==> src/hw/rtl/che_pkg.sv <==
// Shared types, constants and helper functions of the chained hash table engine.
package che_pkg;

    localparam int ENTRIES     = 64;
    localparam int ENTRY_W     = $clog2(ENTRIES);
    localparam int BUCKETS     = 64;
    localparam int BKT_W       = $clog2(BUCKETS);
    localparam int KEY_BYTES   = 8;
    localparam int KEY_W       = 8 * KEY_BYTES;
    localparam int LEN_W       = 4;
    localparam int DATA_W      = 32;
    localparam int CNT_W       = 7;
    localparam int STAT_W      = 3;
    localparam int KIND_W      = 2;
    localparam int BC_W        = 7;
    localparam int RES_LIMIT   = 64;
    localparam int GRP_SIZE    = 8;
    localparam int GROUPS      = ENTRIES / GRP_SIZE;
    localparam int GRP_W       = $clog2(GROUPS);
    localparam int SLOT_W      = $clog2(GRP_SIZE);
    localparam int DIGITS      = 32 / 4;
    localparam int DIG_W       = $clog2(DIGITS);

    typedef enum logic [KIND_W-1:0] {
        KIND_INSERT = 2'd0,
        KIND_FIND   = 2'd1,
        KIND_DELETE = 2'd2,
        KIND_RSVD   = 2'd3
    } t_kind;

    typedef enum logic [STAT_W-1:0] {
        ST_OK       = 3'd0,
        ST_TOO_LONG = 3'd1,
        ST_FULL     = 3'd2,
        ST_BAD_HDL  = 3'd3,
        ST_NO_MATCH = 3'd4
    } t_status;

    // Result kinds the datapath can load into the output register
    typedef enum logic [2:0] {
        OS_LONG      = 3'd0,
        OS_FULL      = 3'd1,
        OS_INS_OK    = 3'd2,
        OS_BAD_HDL   = 3'd3,
        OS_DEL_OK    = 3'd4,
        OS_NO_MATCH  = 3'd5,
        OS_PEND_MID  = 3'd6,
        OS_PEND_LAST = 3'd7
    } t_out_sel;

    typedef enum logic [1:0] {
        ENT_HANDLE = 2'd0,
        ENT_HEAD   = 2'd1,
        ENT_NEXT   = 2'd2
    } t_ent_src;

    typedef enum logic {
        BKT_HASH = 1'b0,
        BKT_REC  = 1'b1
    } t_bkt_src;

    typedef struct packed {
        logic [KEY_W-1:0]  key;
        logic [LEN_W-1:0]  len;
        logic [DATA_W-1:0] data;
        logic [BKT_W-1:0]  bucket;
    } t_rec;

    typedef struct packed {
        logic [ENTRY_W-1:0] head;
        logic [ENTRY_W-1:0] tail;
    } t_bkt;

    // Commands from controller to datapath
    typedef struct packed {
        logic     capture;
        logic     hash_start;
        logic     scan_start;
        logic     bkt_rd;
        t_bkt_src bkt_src;
        logic     ent_rd;
        t_ent_src ent_src;
        logic     ins_wr1;
        logic     ins_wr2;
        logic     del_wr;
        logic     fnd_take;
        logic     out_load;
        t_out_sel out_sel;
    } t_cmd;

    // Status from datapath to controller
    typedef struct packed {
        logic too_long;
        logic find_skip;
        logic del_invalid;
        logic hash_done;
        logic scan_busy;
        logic free_found;
        logic bkt_nonempty;
        logic match;
        logic is_tail;
        logic hit_limit;
        logic pend_valid;
        logic out_free;
    } t_sts;

    function automatic logic [KEY_W-1:0] key_mask(input logic [LEN_W-1:0] len);
        logic [KEY_W-1:0] m;
        if (len >= LEN_W'(KEY_BYTES)) begin
            m = '1;
        end else begin
            m = (KEY_W'(1) << {len, 3'b000}) - KEY_W'(1);
        end
        return m;
    endfunction

    // One addend of the additive hash; len is at most KEY_BYTES here
    function automatic logic [31:0] hash_term(input logic [KEY_W-1:0] key,
                                              input logic [LEN_W-1:0] len,
                                              input logic [1:0]       idx);
        logic [3:0]       pos;
        logic [KEY_W-1:0] sh;
        logic [31:0]      t;
        t   = '0;
        pos = 4'd0;
        case (idx)
            2'd0: pos = 4'd0;
            2'd1: pos = {3'b000, len[0]};
            2'd2: pos = {3'b000, len[0]} + {2'b00, len[1], 1'b0};
            default: pos = {3'b000, len[0]} + {2'b00, len[1], 1'b0} + 4'd4;
        endcase
        sh = key >> {pos, 3'b000};
        case (idx)
            2'd0: t = len[0] ? {24'd0, sh[7:0]} : 32'd0;
            2'd1: t = len[1] ? {16'd0, sh[15:0]} : 32'd0;
            2'd2: t = (len[3] | len[2]) ? sh[31:0] : 32'd0;
            default: t = len[3] ? sh[31:0] : 32'd0;
        endcase
        return t;
    endfunction

    function automatic logic [SLOT_W-1:0] lowest_zero(input logic [GRP_SIZE-1:0] v);
        logic [SLOT_W-1:0] s;
        s = '0;
        for (int i = GRP_SIZE - 1; i >= 0; i--) begin
            if (!v[i]) begin
                s = SLOT_W'(i);
            end
        end
        return s;
    endfunction

endpackage

==> src/hw/rtl/che_ctrl.sv <==
// Controller state machine that sequences insert, find and delete over the datapath.
module che_ctrl (
    input  logic                       i_clk,
    input  logic                       i_rst_n,
    input  logic                       i_s_valid,
    input  logic [che_pkg::KIND_W-1:0] i_kind,
    output logic                       o_s_ready,
    input  che_pkg::t_sts              i_sts,
    output che_pkg::t_cmd              o_cmd
);
    import che_pkg::*;

    typedef enum logic [9:0] {
        S_IDLE     = 10'b0000000001,
        S_DECODE   = 10'b0000000010,
        S_HASH     = 10'b0000000100,
        S_INS_BKT  = 10'b0000001000,
        S_INS_LINK = 10'b0000010000,
        S_FND_BKT  = 10'b0000100000,
        S_FND_CHK  = 10'b0001000000,
        S_DEL_REC  = 10'b0010000000,
        S_DEL_BKT  = 10'b0100000000,
        S_EMIT     = 10'b1000000000
    } t_state;

    t_state   r_state, n_state;
    t_kind    r_kind, n_kind;
    t_out_sel r_emit, n_emit;
    t_cmd     cmd;
    logic     stop;

    always_comb begin
        n_state = r_state;
        n_kind  = r_kind;
        n_emit  = r_emit;
        cmd     = '0;
        stop    = 1'b0;
        case (r_state)
            S_IDLE: begin
                // Take the item; the reserved kind is dropped
                if (i_s_valid && t_kind'(i_kind) != KIND_RSVD) begin
                    cmd.capture = 1'b1;
                    n_kind      = t_kind'(i_kind);
                    n_state     = S_DECODE;
                end
            end
            S_DECODE: begin
                case (r_kind)
                    KIND_INSERT: begin
                        if (i_sts.too_long) begin
                            n_emit  = OS_LONG;
                            n_state = S_EMIT;
                        end else begin
                            cmd.hash_start = 1'b1;
                            cmd.scan_start = 1'b1;
                            n_state        = S_HASH;
                        end
                    end
                    KIND_FIND: begin
                        if (i_sts.find_skip) begin
                            n_emit  = OS_NO_MATCH;
                            n_state = S_EMIT;
                        end else begin
                            cmd.hash_start = 1'b1;
                            n_state        = S_HASH;
                        end
                    end
                    KIND_DELETE: begin
                        if (i_sts.del_invalid) begin
                            n_emit  = OS_BAD_HDL;
                            n_state = S_EMIT;
                        end else begin
                            cmd.ent_rd  = 1'b1;
                            cmd.ent_src = ENT_HANDLE;
                            n_state     = S_DEL_REC;
                        end
                    end
                    default: n_state = S_IDLE;
                endcase
            end
            S_HASH: begin
                if (i_sts.hash_done && !i_sts.scan_busy) begin
                    if (r_kind == KIND_INSERT && !i_sts.free_found) begin
                        n_emit  = OS_FULL;
                        n_state = S_EMIT;
                    end else begin
                        cmd.bkt_rd  = 1'b1;
                        cmd.bkt_src = BKT_HASH;
                        n_state     = (r_kind == KIND_INSERT) ? S_INS_BKT : S_FND_BKT;
                    end
                end
            end
            S_INS_BKT: begin
                cmd.ins_wr1 = 1'b1;
                n_state     = S_INS_LINK;
            end
            S_INS_LINK: begin
                cmd.ins_wr2 = 1'b1;
                n_emit      = OS_INS_OK;
                n_state     = S_EMIT;
            end
            S_FND_BKT: begin
                if (!i_sts.bkt_nonempty) begin
                    n_emit  = OS_NO_MATCH;
                    n_state = S_EMIT;
                end else begin
                    cmd.ent_rd  = 1'b1;
                    cmd.ent_src = ENT_HEAD;
                    n_state     = S_FND_CHK;
                end
            end
            S_FND_CHK: begin
                // Hold while an earlier match cannot move to the output yet
                if (!(i_sts.match && i_sts.pend_valid && !i_sts.out_free)) begin
                    if (i_sts.match) begin
                        cmd.fnd_take = 1'b1;
                        if (i_sts.pend_valid) begin
                            cmd.out_load = 1'b1;
                            cmd.out_sel  = OS_PEND_MID;
                        end
                    end
                    stop = i_sts.is_tail || (i_sts.match && i_sts.hit_limit);
                    if (stop) begin
                        n_emit  = (i_sts.match || i_sts.pend_valid) ? OS_PEND_LAST
                                                                    : OS_NO_MATCH;
                        n_state = S_EMIT;
                    end else begin
                        cmd.ent_rd  = 1'b1;
                        cmd.ent_src = ENT_NEXT;
                    end
                end
            end
            S_DEL_REC: begin
                cmd.bkt_rd  = 1'b1;
                cmd.bkt_src = BKT_REC;
                n_state     = S_DEL_BKT;
            end
            S_DEL_BKT: begin
                cmd.del_wr = 1'b1;
                n_emit     = OS_DEL_OK;
                n_state    = S_EMIT;
            end
            S_EMIT: begin
                if (i_sts.out_free) begin
                    cmd.out_load = 1'b1;
                    cmd.out_sel  = r_emit;
                    n_state      = S_IDLE;
                end
            end
            default: n_state = S_IDLE;
        endcase
    end

    always_ff @(posedge i_clk) begin
        if (!i_rst_n) begin
            r_state <= S_IDLE;
            r_kind  <= KIND_INSERT;
            r_emit  <= OS_NO_MATCH;
        end else begin
            r_state <= n_state;
            r_kind  <= n_kind;
            r_emit  <= n_emit;
        end
    end

    assign o_s_ready = (r_state == S_IDLE);
    assign o_cmd     = cmd;

`ifndef ASSERT_OFF
    a_load_when_free: assert property (@(posedge i_clk) disable iff (!i_rst_n)
        cmd.out_load |-> i_sts.out_free)
        else $error("result loaded over an untaken result");
    a_insert_has_free: assert property (@(posedge i_clk) disable iff (!i_rst_n)
        cmd.ins_wr1 |-> i_sts.free_found)
        else $error("insert written without a free entry");
    a_delete_valid: assert property (@(posedge i_clk) disable iff (!i_rst_n)
        cmd.del_wr |-> !i_sts.del_invalid)
        else $error("delete of an entry that is not valid");
    a_link_follows: assert property (@(posedge i_clk) disable iff (!i_rst_n)
        cmd.ins_wr1 |=> cmd.ins_wr2)
        else $error("insert link-up step skipped");
`endif

endmodule

==> config.mk <==
export PLATFORM = sky130hd
export DESIGN_NAME = che_ctrl
export DESIGN_NICKNAME = d
export VERILOG_FILES = /design/src/hw/rtl/che_pkg.sv /design/src/hw/rtl/che_ctrl.sv
export SDC_FILE = /design/constraint.sdc
export NUM_CORES = 1
export LEC_CHECK = 0
export BUFFER_PORTS_ARGS = -buffer_cell sky130_fd_sc_hd__buf_2
export CAP_MARGIN = 20
export CORE_MARGIN = 2
export CORE_UTILIZATION = 48
export DETAILED_ROUTE_END_ITERATION = 16
export PLACE_DENSITY = 0.76
export SLEW_MARGIN = 5
export SYNTH_ARGS = -nofsm -noshare
export SYNTH_HDL_FRONTEND = slang
export SYNTH_SLANG_ARGS = --single-unit
==> constraint.sdc <==
create_clock -name i_clk -period 2 [get_ports i_clk]
set_clock_uncertainty 0.05 [all_clocks]
set_input_delay 0.3 -clock i_clk [delete_from_list [all_inputs] [get_ports i_clk]]
set_output_delay 0.3 -clock i_clk [all_outputs]
set_load 0.01 [all_outputs]
## Word-level counts from Yosys, hierarchy flattened

Cells that the tools add are included.
Widths: inputs -> output; s select.

- Eq/ne operators: 24
- Multiplexer cells: 49
- Reductions and logical operators: 17

Operators with widths:

| operator | number |
|---|---|
| $mux 10 | 10 |
| $pmux 10 s9 | 1 |
| $mux 3 | 13 |
| $pmux 10 s3 | 1 |
| $pmux 3 s3 | 2 |
| $pmux 3 s6 | 1 |
| $ne 2x2->1 const B | 7 |
| $eq 10x1->1 const B | 1 |
| $eq 10x10->1 const B | 1 |
| $eq 10x2->1 const B | 1 |
| $eq 10x3->1 const B | 1 |
| $eq 10x4->1 const B | 1 |
| $eq 10x5->1 const B | 1 |
| $eq 10x6->1 const B | 1 |
| $eq 10x7->1 const B | 1 |
| $eq 10x8->1 const B | 1 |
| $eq 10x9->1 const B | 1 |
| $mux 2 | 5 |
| $mux 5 | 2 |
| $reduce_and 10->1 | 1 |
| $ne 3x3->1 const B | 3 |
| $mux 1 | 8 |
| $mux 4 | 2 |
| $pmux 4 s2 | 1 |
| 15 further kinds | 23 |

- Bits in registers: 15
- Bits of input ports: 17
- Output and inout port bits: 17
- Word-level logic and storage cells: 93

## Logic depth before layout (Yosys ltp)

Gate-level depths: netlist (run 1).

- Depth in word-level cells: 5
- Depth in mapped cells: 8
- Mapped depth without buffers: 8

## Worst setup path before layout (run 1)

OpenSTA, ideal clock, no wires.

- Path kind: register to output
- Start point: reg r_state[9]
- End point: out o_cmd[10] (netlist bit)
- Arrival time: 1684 ps
- Required time: 1650 ps
- Setup slack: -34 ps
- Stages on the path, launching flop included: 7
- Path buffers: 2
- Path through: dfxtp_1 > buf_6 > or4_4 > or3_1 > buf_2 > nor2_1 > or3_1

RTL lines:

| item | RTL line | source |
|---|---|---|
| from (decl) | che_ctrl.sv:26 | `t_state r_state, n_state;` |
| from (signal assigned) | che_ctrl.sv:160 | `r_state <= n_state;` |
| to (decl) | che_ctrl.sv:9 | `output che_pkg::t_cmd o_cmd` |

==> metrics.md, run 1 <==
| Metric | Value |
|---|---|
| Drt first pass iters | 4 |
| Area Growth Syn to Fin | 52.7% |
| Final Cell Area | 2040 um2 |
| GPL Wtd Cong | 0.958 |
| Core ar. | 2710 um2 |
| Crit path kind | reg -> out |
| Die area | 3230 um2 |
| Slew Viols, Final | 0 |
| Hpwl dp | 2950 um |
| Final setup margin | -0.396 ns |
| Root buf cell | clkbuf_4 |
| Switching Share | 39.9% |
| Ant diodes | 0 |
| Crit-path cells | or4_4 > or3_4 > nor2_2 > or3_4 > buf_2 |
| Reg power frac | 30.0% |
| CTS tree | yes |
| Initial antenna violation count | 0 |
| VDD IR-drop max | 434 uV |
| CP Max Fanout | 4 |
| Total grt overflow | 0 |
| PwrDens | 550 nW/um2 |
| YS warnings | 0 |
| Vias per inst | 5.93 |
| Hold depth | 3 |
| Relative slew margins | 64.1% |
| Mapped Cells | 169 |
| Area post-placement | 1740 um2 |
| Nets | 270 |
| CTS H-tree lvls | 1 |
| Core Rows | 19 |
| Top_reg_cell synth | dfxtp_1 |
| Worst reg-to-reg path cell count | 8 |
| Internal reg-to-reg setup slack | -0.22 ns |
| CP Launch Type | flop |
| Sw Pwr | 0.000448 W |
| Lkg Pwr | 0.961 nW |
| Cell Area, Synth | 1340 um2 |
| Inserted Clock Buffers | 3 |
| Endpoint type of the worst setup path | output pin |
| Starting Density | 49.4% |
| CP Data Arrival Time | 2.05 ns |
| Vias | 1637 |
| Max incr delay on CP | 0.58 ns |
| Seq. cell area | 314 um2 |
| Most common cell on crit path | or3_4 |
| Reg-to-reg critical path startpoint | r_state[9]$_SDFFE_PN0P_ |
| DRT Wirelength | 4600 um |
| Post-synth cell types | 56 |
| Run status | finished with violations |
| DIE HEIGHT | 56.8 um |
| Area leader, netlist | dfxtp_1 |
| Critical-path cell with the highest stage delay | or4_4 |
| DRC | 0 |
| Hold endpoint | r_state[3]$_SDFFE_PN0P_ |
| Total GRT Usage | 25.7% |
| Largest net degree at the start of global routing | 10 |
| Area of the multi-input gates | 1090 um2 |
| CTS max path bufs | 2 |
| First-pass GRT wire length | 6640 um |
| Syn_area_per_cell | 7.92 um2 |
| Failing checks | negative setup slack |
| Antenna Nets Post-Route | 0 |
| Worst Hold Launch | i_sts[6] |
| Layout cells sized above 1 | 54.3% |
| Fillers | 185 |
| Combinational Power Share | 53.3% |
| Num Clock Sinks | 15 |
| Hold Path Class | in -> reg |
| RR Endpoint | r_state[9]$_SDFFE_PN0P_ |
| Number of DRC markers in iteration 0 | 83 |
| Worst-path clk slew | 0.10 ns |
| Peak Freq | 417 MHz |
| Most frequent cell after synthesis | nand2_1 |
| Overall power | 0.00112 W |
| RSZ-0062 raised after global routing | yes |
| CP required | 1.65 ns |
| Int Power | 0.000676 W |
| Hold slack | 0.185 ns |
| Final hold vios | 0 |
| Post-Syn Nets | 193 |
| Proportion of synthesized chip area in sequential cells | 22.4% |
| Clock Power Share | 16.7% |
| Fin crit share | 120% |
| Yosys top cell area share | 22.4% |
| Wire length per cell | 16.7 um |
| Synth area leaders | dfxtp_1, ha_1, nand2_1 |
| Setup-failing EPs final | 27 |
| Ys async rst share | 0% |
| Io pins | 34 |
| Actual slew at the worst max-slew pin | 0.524 ns |
| Synth cell count leaders | nand2_1, dfxtp_1, nor2_1 |
| Flops & latches, synth | 15 |
| Die X | 56.8 um |
| Number of flops mapped to enable cells by yosys | 0 |
| IO Port Bufs | 33 |
| Number of global-route vias before repair | 1455 |
| Clock insertion delay at the later pin of the skew report | 0.30 ns |
| Max cap viols | 0 |
| Period minus WS final | 2.40 ns |
==> layout make-up <==
type,instances,area share [%]
inverters,12,2.20
well taps,31,1.90
multi-input cells,134,53.1
clock buffers,3,1.10
repair buffers,80,26.1
clock inverters,1,0.245
flip-flops and latches,15,15.4
==> logic make-up after synthesis <==
family	after synthesis	synth area share, %
compound gates	35	20.2
xor+xnor	2	1.31
fa+ha+maj	7	6.54
buf+inv	20	8.69
flops	15	22.4
mux	2	1.59
simple gates	88	39.3
==> layout by cell type (no fill, tap or decap), types with 4 or more instances in the layout <==
master,instances
inv_1,11
nand3_1,4
buf_6,4
o21ai_0,7
nor2_1,8
nor3_1,4
nand2_1,21
a21oi_1,5
ha_1,6
nor2_2,4
dfxtp_2,5
buf_2,33
buf_4,43
o211ai_1,4
dfxtp_1,8
nand2b_1,8
==> sequential cells by signal (all words and copies together), names as in the netlist <==
name     cells
r_kind       2
r_emit       3
r_state     10
==> critical path, delay by kind of cell (launching register included) <==
kind	cells	cell delay [ns]
buffers and inverters	1	0.11
AND/OR/NAND/NOR	4	1.29
flip-flops	1	0.34
==> power groups by stage <==
stage / registers, W / clock network [W] / logic (W)
after global routing: 0.000339 / 0.000197 / 0.000640
after global placement: 0.000344 / 0 / 0.000449
after detailed placement: 0.000346 / 0 / 0.000460
after floorplan: 0.000342 / 0 / 0.000298
after CTS: 0.000336 / 0.000182 / 0.000509
final: 0.000337 / 0.000188 / 0.000599
==> repair_timing <==
action / in CTS / in global routing
setup buffers: 7 / 6
resized for setup: 21 / 25
endpoints found under the setup margin: 16 / 28
pin swaps: 9 / 15
hold buffers: 0 / 0
==> per-layer routing <==
| layer | part of all wire [%] | track usage [%] | vias up | wire length, um |
|---|---|---|---|---|
| met4 | 4.3 | 8.64 | 0 | 197 |
| met2 | 48 | 42.0 | 97 | 2200 |
| met3 | 7.7 | 4.38 | 28 | 355 |
| met1 | 40 | 34.3 | 749 | 1840 |
| li1 | - | - | 763 | - |
| met5 | 0 | 0 | - | 0 |
==> through the flow <==
step / worst slack (ns) / std cells / setup TNS, ns / util, %
final: -0.396 / 276 / -4.05 / 75.4
after global routing: -0.417 / 276 / -5.63 / 75.4
after CTS: -0.302 / 270 / -2.76 / 69.8
after detailed placement: -0.109 / 259 / -0.303 / 64.1
after global placement: -0.0561 / 259 / -0.135 / 64.1
after floorplan: 0.00115 / 169 / 0 / -
==> worst max path at each step <==
| stage | startpoint | end | slack (ns) | cells after the start |
|---|---|---|---|---|
| after floorplan | r_state[7]$_SDFFE_PN0P_ | o_cmd[10] | 0.001 | 5 |
| after global placement | r_state[7]$_SDFFE_PN0P_ | r_emit[0]$_SDFFE_PN1P_ | -0.06 | 6 |
| after detailed placement | r_state[7]$_SDFFE_PN0P_ | r_emit[0]$_SDFFE_PN1P_ | -0.11 | 6 |
| after CTS | r_state[4]$_SDFFE_PN0P_ | o_cmd[14] | -0.30 | 5 |
| after global routing | r_state[9]$_SDFFE_PN0P_ | o_cmd[10] | -0.42 | 5 |
| final | r_state[9]$_SDFFE_PN0P_ | o_cmd[10] | -0.40 | 5 |
Power figures use the tool's default switching activity.
==> run 2: changes to the inputs <==
--- a/config.mk
+++ b/config.mk
@@ -8,10 +8,10 @@
 export BUFFER_PORTS_ARGS = -buffer_cell sky130_fd_sc_hd__buf_2
 export CAP_MARGIN = 20
 export CORE_MARGIN = 2
-export CORE_UTILIZATION = 48
+export CORE_UTILIZATION = 49
 export DETAILED_ROUTE_END_ITERATION = 16
-export PLACE_DENSITY = 0.76
-export SLEW_MARGIN = 5
+export PLACE_DENSITY = 0.75
+export SLEW_MARGIN = 20
 export SYNTH_ARGS = -nofsm -noshare
 export SYNTH_HDL_FRONTEND = slang
 export SYNTH_SLANG_ARGS = --single-unit
==> constraint.sdc (replaced) <==
create_clock -name i_clk -period 3 [get_ports i_clk]
set_clock_uncertainty 0.05 [all_clocks]
set_input_delay 0.45 -clock i_clk [delete_from_list [all_inputs] [get_ports i_clk]]
set_output_delay 0.45 -clock i_clk [all_outputs]
set_load 0.01 [all_outputs]
==> run 2 against run 1 <==
Net effect: the run now ends clean; combinational power decreased by 59%; sequential share of layout area rose by 4.6 points; flip-flop and latch count unchanged; final cell count fell by 17%; hold slack gained 0.15 ns; highest routed layer unchanged; utilization is 16 points lower; power decreased by 46%; critical path type unchanged; via count fell by 16%; register-to-register slack better by 1.0 ns.
==> metrics.md, run 2 (synthesis gave the netlist of run 1 again) <==
| Metric | Value |
|---|---|
| Switching Share | 39.7% (was 39.9%) |
| Commonest cells after routing, fill and taps aside | buf_2, nand2_1, dfxtp_1, nor2_1, inv_1 (was buf_4, buf_2, nand2_1, inv_1) |
| IO Port Bufs | 33 (unchanged) |
| Hold Buf Count CTS | 0 (unchanged) |
| CTS tree | yes (unchanged) |
| Hpwl dp | 2750 um (was 2950 um) |
| Int Power | 0.000367 W (was 0.000676 W) |
| Vias | 1369 (was 1637) |
| Post-CTS Setup Bufs | 0 (was 7) |
| Layout cells sized above 1 | 26.1% (was 54.3%) |
| Total GRT Usage | 22.9% (was 25.7%) |
| Starting Density | 53.1% (was 49.4%) |
| Reg power frac | 38.6% (was 30.0%) |
| DRT Wirelength | 3370 um (was 4600 um) |
| Core Rows | 18 (was 19) |
| Antenna Nets Post-Route | 0 (unchanged) |
| Area of the multi-input gates | 922 um2 (was 1090 um2) |
| Run status | finished clean (was finished with violations) |
| Number of DRC markers in iteration 0 | 86 (was 83) |
| Ant diodes | 0 (unchanged) |
| Initial antenna violation count | 0 (unchanged) |
| Die X | 56.3 um (was 56.8 um) |
| Top flop regs | r_state x10, r_emit x3, r_kind x2 (unchanged) |
| DIE HEIGHT | 56.3 um (was 56.8 um) |
| Met2 usage | 36.5% (was 42.0%) |
| Setup TNS | 0 ns (was -4.05 ns) |
| Fillers | 240 (was 185) |
| CP required | 2.50 ns (was 1.65 ns) |
| Hold Path Class | in -> reg (unchanged) |
| Seq. cell area | 300 um2 (was 314 um2) |
| Peak Freq | 367 MHz |
| Hold depth | 3 (unchanged) |
| Clock Power Share | 20.6% (was 16.7%) |
| Final Cell Area | 1500 um2 (was 2040 um2) |
| CTS max path bufs | 2 (unchanged) |
| Worst-path clk slew | 0.10 ns (about the same) |
| Largest register FFs | 10 (unchanged) |
| Endpoint type of the worst setup path | output pin (unchanged) |
| Busiest layer in global routing | met2 (unchanged) |
| Number of global-route vias before repair | 1242 (was 1455) |
| Crit path kind | reg -> out (unchanged) |
| Wire length per cell | 14.7 um (was 16.7 um) |
| Max cap viols | 0 (unchanged) |
| Final setup margin | 0.278 ns (was -0.396 ns) |
| Fin crit share | 90.7% |
| Period minus WS final | 2.72 ns |
| Core ar. | 2520 um2 (was 2710 um2) |
| Area post-placement | 1480 um2 (was 1740 um2) |
| Pre-CTS setup slack | 0.623 ns (was -0.109 ns) |
| Most common cell after layout, fill and taps aside | buf_2 (was buf_4) |
| Largest net degree at the start of global routing | 13 (was 10) |
| CTS resizes | 0 (was 21) |
| CP Data Arrival Time | 2.22 ns (was 2.05 ns) |
| Combinational Power Share | 40.8% (was 53.3%) |
| Worst reg-to-reg path cell count | 6 (was 8) |
| Inserted Clock Buffers | 3 (unchanged) |
| Overall power | 0.000608 W (was 0.00112 W) |
| Num Clock Sinks | 15 (unchanged) |
| Biggest register | r_state (unchanged) |
| Area Growth Syn to Fin | 12.3% (was 52.7%) |
| Nets | 224 (was 270) |
| Slew Viols, Final | 0 (unchanged) |
| Setup-failing EPs final | 0 (was 27) |
| GPL Wtd Cong | 0.890 (was 0.958) |
| Clock insertion delay at the later pin of the skew report | 0.29 ns (was 0.30 ns) |
| Grt met3 use | 3.23% (was 4.38%) |
| Sw Pwr | 0.000241 W (was 0.000448 W) |
| Io pins | 34 (unchanged) |
| Total grt overflow | 0 (unchanged) |
| Actual slew at the worst max-slew pin | 0.515 ns (was 0.524 ns) |
| CTS H-tree lvls | 1 (unchanged) |
| DRC | 0 (unchanged) |
| Root buf cell | clkbuf_4 (unchanged) |
| Die area | 3170 um2 (was 3230 um2) |
| RSZ-0062 raised after global routing | no (was yes) |
| Lkg Pwr | 0.688 nW (was 0.961 nW) |
| CP Max Fanout | 12 (was 4) |
| PwrDens | 404 nW/um2 (was 550 nW/um2) |
| Final core utilization | 59.6% (was 75.4%) |
| Met1 Track Usage GR | 30.9% (was 34.3%) |
| First-pass GRT wire length | 5770 um (was 6640 um) |
| CP Launch Type | flop (unchanged) |
| VDD IR-drop max | 281 uV (was 434 uV) |
| Vias per inst | 5.98 (was 5.93) |
| Relative slew margins | 65.3% (was 64.1%) |
| Final hold vios | 0 (unchanged) |
| Drt first pass iters | 4 (unchanged) |
==> run 2: cell types whose count changed in the layout (fill, tap and decap cells not counted), sizes merged <==
cell	delta
clkbuf	+1
clkinv	-1
buf	-46
==> run 2: area by class of cell <==
class,instances,area share (%)
sequential,15,20.0
multi-input combinational,134,61.3
clock buffer,4,1.75
timing repair buffer,34,11.5
tap,30,2.50
inverter,12,3.00
==> run 2: critical path: stages, from the launching register on <==
cell and delay, ns:
dfxtp_1 0.46, or4_4 0.56, or3_1 0.49, nor2_1 0.18, or3_1 0.12, buf_2 0.11
==> run 2: final timing paths <==
kind / start / end / slack, ns
max: r_state[5]$_SDFFE_PN0P_ / o_cmd[10] / 0.28
min: i_sts[6] / r_state[3]$_SDFFE_PN0P_ / 0.33
max reg2reg: r_state[5]$_SDFFE_PN0P_ / r_emit[0]$_SDFFE_PN1P_ / 0.78
min reg2reg: r_emit[1]$_SDFFE_PN0P_ / r_emit[1]$_SDFFE_PN0P_ / 0.42
==> run 2: routing by layer <==
layer,up-vias,share of wire (%)
met5,-,0
met4,0,2.7
met3,10,8.8
met2,62,45
met1,620,43
li1,677,-
==> run 2: power by group through the flow <==
stage	registers [W]	clock network, W	logic (W)
2_1_floorplan	0.000228	0	0.000196
4_1_cts	0.000234	0.000126	0.000245
6_report	0.000235	0.000125	0.000248
5_1_grt	0.000237	0.000132	0.000275
3_5_place_dp	0.000239	0	0.000244
3_3_place_gp	0.000239	0	0.000242
==> run 2: metrics by stage <==
step                      hold slack [ns]  std cells
after floorplan                     0.385        169
after global placement              0.395        225
after detailed placement            0.407        225
after CTS                           0.340        229
after global routing                0.353        229
final                               0.335        229
==> run 3: changes to the inputs <==
--- a/config.mk
+++ b/config.mk
@@ -7,10 +7,12 @@
 export LEC_CHECK = 0
 export BUFFER_PORTS_ARGS = -buffer_cell sky130_fd_sc_hd__buf_2
 export CAP_MARGIN = 20
+export CELL_PAD_IN_SITES_DETAIL_PLACEMENT = 1
+export CELL_PAD_IN_SITES_GLOBAL_PLACEMENT = 1
 export CORE_MARGIN = 2
-export CORE_UTILIZATION = 49
+export CORE_UTILIZATION = 41
 export DETAILED_ROUTE_END_ITERATION = 16
-export PLACE_DENSITY = 0.75
+export PLACE_DENSITY_LB_ADDON = 0.1
 export SLEW_MARGIN = 20
 export SYNTH_ARGS = -nofsm -noshare
 export SYNTH_HDL_FRONTEND = slang
==> run 3 against run 2 <==
Net effect: hold slack gained 0.0047 ns; clock-buffer cell count shrank 1; critical path depth unchanged; power down 0.48%; flip-flop and latch count did not move; sequential share of layout area decreased by 0.15 points; utilization decreased by 10 points.
==> metrics.md, run 3 (synthesis gave the netlist of run 1 again) <==
| Metric | Value |
|---|---|
| Root buf cell | clkbuf_4 (unchanged) |
| CP required | 2.50 ns (about the same) |
| Most common cell on crit path | or3_1 (unchanged) |
| CTS H-tree lvls | 1 (unchanged) |
| Hold depth | 3 (unchanged) |
| Drt first pass iters | 4 (unchanged) |
| CP Data Arrival Time | 2.24 ns (was 2.22 ns) |
| Crit path kind | reg -> out (unchanged) |
| Post-Layout Cell Count | 242 (was 229) |
| Die X | 61.1 um (was 56.3 um) |
| Commonest cells after routing, fill and taps aside | buf_2, nand2_1, dfxtp_1, nor2_1, inv_1 (unchanged) |
| CTS max path bufs | 2 (unchanged) |
| Period minus WS final | 2.74 ns (was 2.72 ns) |
| Nets | 223 (was 224) |
| CTS resizes | 0 (unchanged) |
| Vias | 1390 (was 1369) |
| Inserted Clock Buffers | 3 (unchanged) |
| Core Rows | 20 (was 18) |
| Endpoint type of the worst setup path | output pin (unchanged) |
| Relative slew margins | 64.2% (was 65.3%) |
| Area post-placement | 1490 um2 (was 1480 um2) |
| DRT Wirelength | 3950 um (was 3370 um) |
| Reg-to-reg critical path startpoint | r_state[5]$_SDFFE_PN0P_ (unchanged) |
| Run status | finished clean (unchanged) |
| Hold Path Class | in -> reg (unchanged) |
| Largest net degree at the start of global routing | 13 (unchanged) |
| Antenna Nets Post-Route | 0 (unchanged) |
| Critical-path cell with the highest stage delay | or4_4 (unchanged) |
| PwrDens | 399 nW/um2 (was 404 nW/um2) |
| RR Endpoint | r_emit[0]$_SDFFE_PN1P_ (unchanged) |
| Peak Freq | 364 MHz (was 367 MHz) |
| RSZ-0062 raised after global routing | no (unchanged) |
| Crit-path cells | or4_4 > or3_1 > nor2_1 > or3_1 > buf_2 (unchanged) |
| Internal reg-to-reg setup slack | 0.70 ns (was 0.78 ns) |
| Biggest register | r_state (unchanged) |
| Io pins | 34 (unchanged) |
| Setup TNS | 0 ns (unchanged) |
| Area Growth Syn to Fin | 13.2% (was 12.3%) |
| Final hold vios | 0 (unchanged) |
| Top flop regs | r_state x10, r_emit x3, r_kind x2 (unchanged) |
| Hpwl dp | 3220 um (was 2750 um) |
| CTS tree | yes (unchanged) |
| Hold Buf Count CTS | 0 (unchanged) |
| Die area | 3740 um2 (was 3170 um2) |
| Lkg Pwr | 0.685 nW (was 0.688 nW) |
| Core ar. | 3080 um2 (was 2520 um2) |
| Final Cell Area | 1520 um2 (was 1500 um2) |
| Largest register FFs | 10 (unchanged) |
| IO Port Bufs | 33 (unchanged) |
| Post-CTS Setup Bufs | 0 (unchanged) |
| Placed cell count | 238 (was 225) |
| CP Launch Type | flop (unchanged) |
| Vias per inst | 5.74 (was 5.98) |
| VDD IR-drop max | 209 uV (was 281 uV) |
| DIE HEIGHT | 61.1 um (was 56.3 um) |
| Starting Density | 43.5% (was 53.1%) |
| Fin crit share | 91.5% (was 90.7%) |
| DRC | 0 (unchanged) |
| Max cap viols | 0 (unchanged) |
| Most common cell after layout, fill and taps aside | buf_2 (unchanged) |
| Worst reg-to-reg path cell count | 6 (unchanged) |
| GPL Wtd Cong | 0.902 (was 0.890) |
| Worst Hold Launch | i_sts[6] (unchanged) |
| Worst-path clk slew | 0.10 ns (about the same) |
| Setup-failing EPs final | 0 (unchanged) |
| First-pass GRT wire length | 6220 um (was 5770 um) |
| Hold endpoint | r_state[3]$_SDFFE_PN0P_ (unchanged) |
| Initial antenna violation count | 0 (unchanged) |
| Num Clock Sinks | 15 (unchanged) |
| Actual slew at the worst max-slew pin | 0.533 ns (was 0.515 ns) |
| Number of global-route vias before repair | 1349 (was 1242) |
| Total grt overflow | 0 (unchanged) |
| Max incr delay on CP | 0.57 ns (was 0.56 ns) |
| Slew Viols, Final | 0 (unchanged) |
| Wire length per cell | 16.3 um (was 14.7 um) |
| Total GRT Usage | 22.4% (was 22.9%) |
| Number of DRC markers in iteration 0 | 71 (was 86) |
| Clock insertion delay at the later pin of the skew report | 0.29 ns (about the same) |
| CP Max Fanout | 12 (unchanged) |
| Ant diodes | 0 (unchanged) |
| Layout cells sized above 1 | 26.3% (was 26.1%) |
## run 3: changes by cell type in the layout (fill, tap and decap cells not counted)
cell | before | now
clkinv_2 | 0 | 1
clkbuf_1 | 1 | 0
buf_4 | 1 | 0
## run 3: how the worst max path moves through the flow
stage,depth (start not counted),start,end
after global routing,5,r_state[5]$_SDFFE_PN0P_,o_cmd[12]
after detailed placement,5,r_state[5]$_SDFFE_PN0P_,o_cmd[10]
after CTS,5,r_state[5]$_SDFFE_PN0P_,o_cmd[10]
after global placement,5,r_state[9]$_SDFFE_PN0P_,o_cmd[10]
final,5,r_state[5]$_SDFFE_PN0P_,o_cmd[10]
after floorplan,6,r_state[9]$_SDFFE_PN0P_,o_cmd[10]
## run 3: layout make-up
cell class,instances,area (um2)
Timing Repair Buffer,33,165
Multi-Input combinational cell,134,922
Tap cell,44,55.1
Fill cell,409,1560
Clock buffer,3,22.5
Sequential cell,15,300
Clock inverter,1,5.00
Inverter,12,45.0
## run 3: per-layer routing
layer  GRT usage, %  vias up  wire length (um)
li1               -      674                 -
met1           28.6      643              1740
met2           38.4       58              1850
met3           2.10       15               239
met4           9.32        0               119
met5              0        -                 0
## run 3: power breakdown
part | switching (W) | internal [W]
Clock | 0.0000720 | 0.0000496
Combinational | 0.000141 | 0.0000973
Sequential | 0.0000319 | 0.000213
Total | 0.000245 | 0.000360
## run 3: stage by stage
step / hold WS (ns) / total power, W / utilization (%) / setup WS (ns)
4_1_cts: 0.348 / 0.000606 / 49.2 / 0.283
3_5_place_dp: 0.411 / 0.000488 / 48.3 / 0.608
2_1_floorplan: 0.385 / 0.000424 / - / 0.816
5_1_grt: 0.351 / 0.000644 / 49.2 / 0.164
3_3_place_gp: 0.396 / 0.000477 / 48.3 / 0.667
6_report: 0.339 / 0.000605 / 49.2 / 0.255
## run 3: critical path, delay by kind of cell, from the launching register on
kind                   cells  cell delay [ns]
AND/OR/NAND/NOR            4             1.36
flip-flops                 1             0.48
buffers and inverters      1             0.12
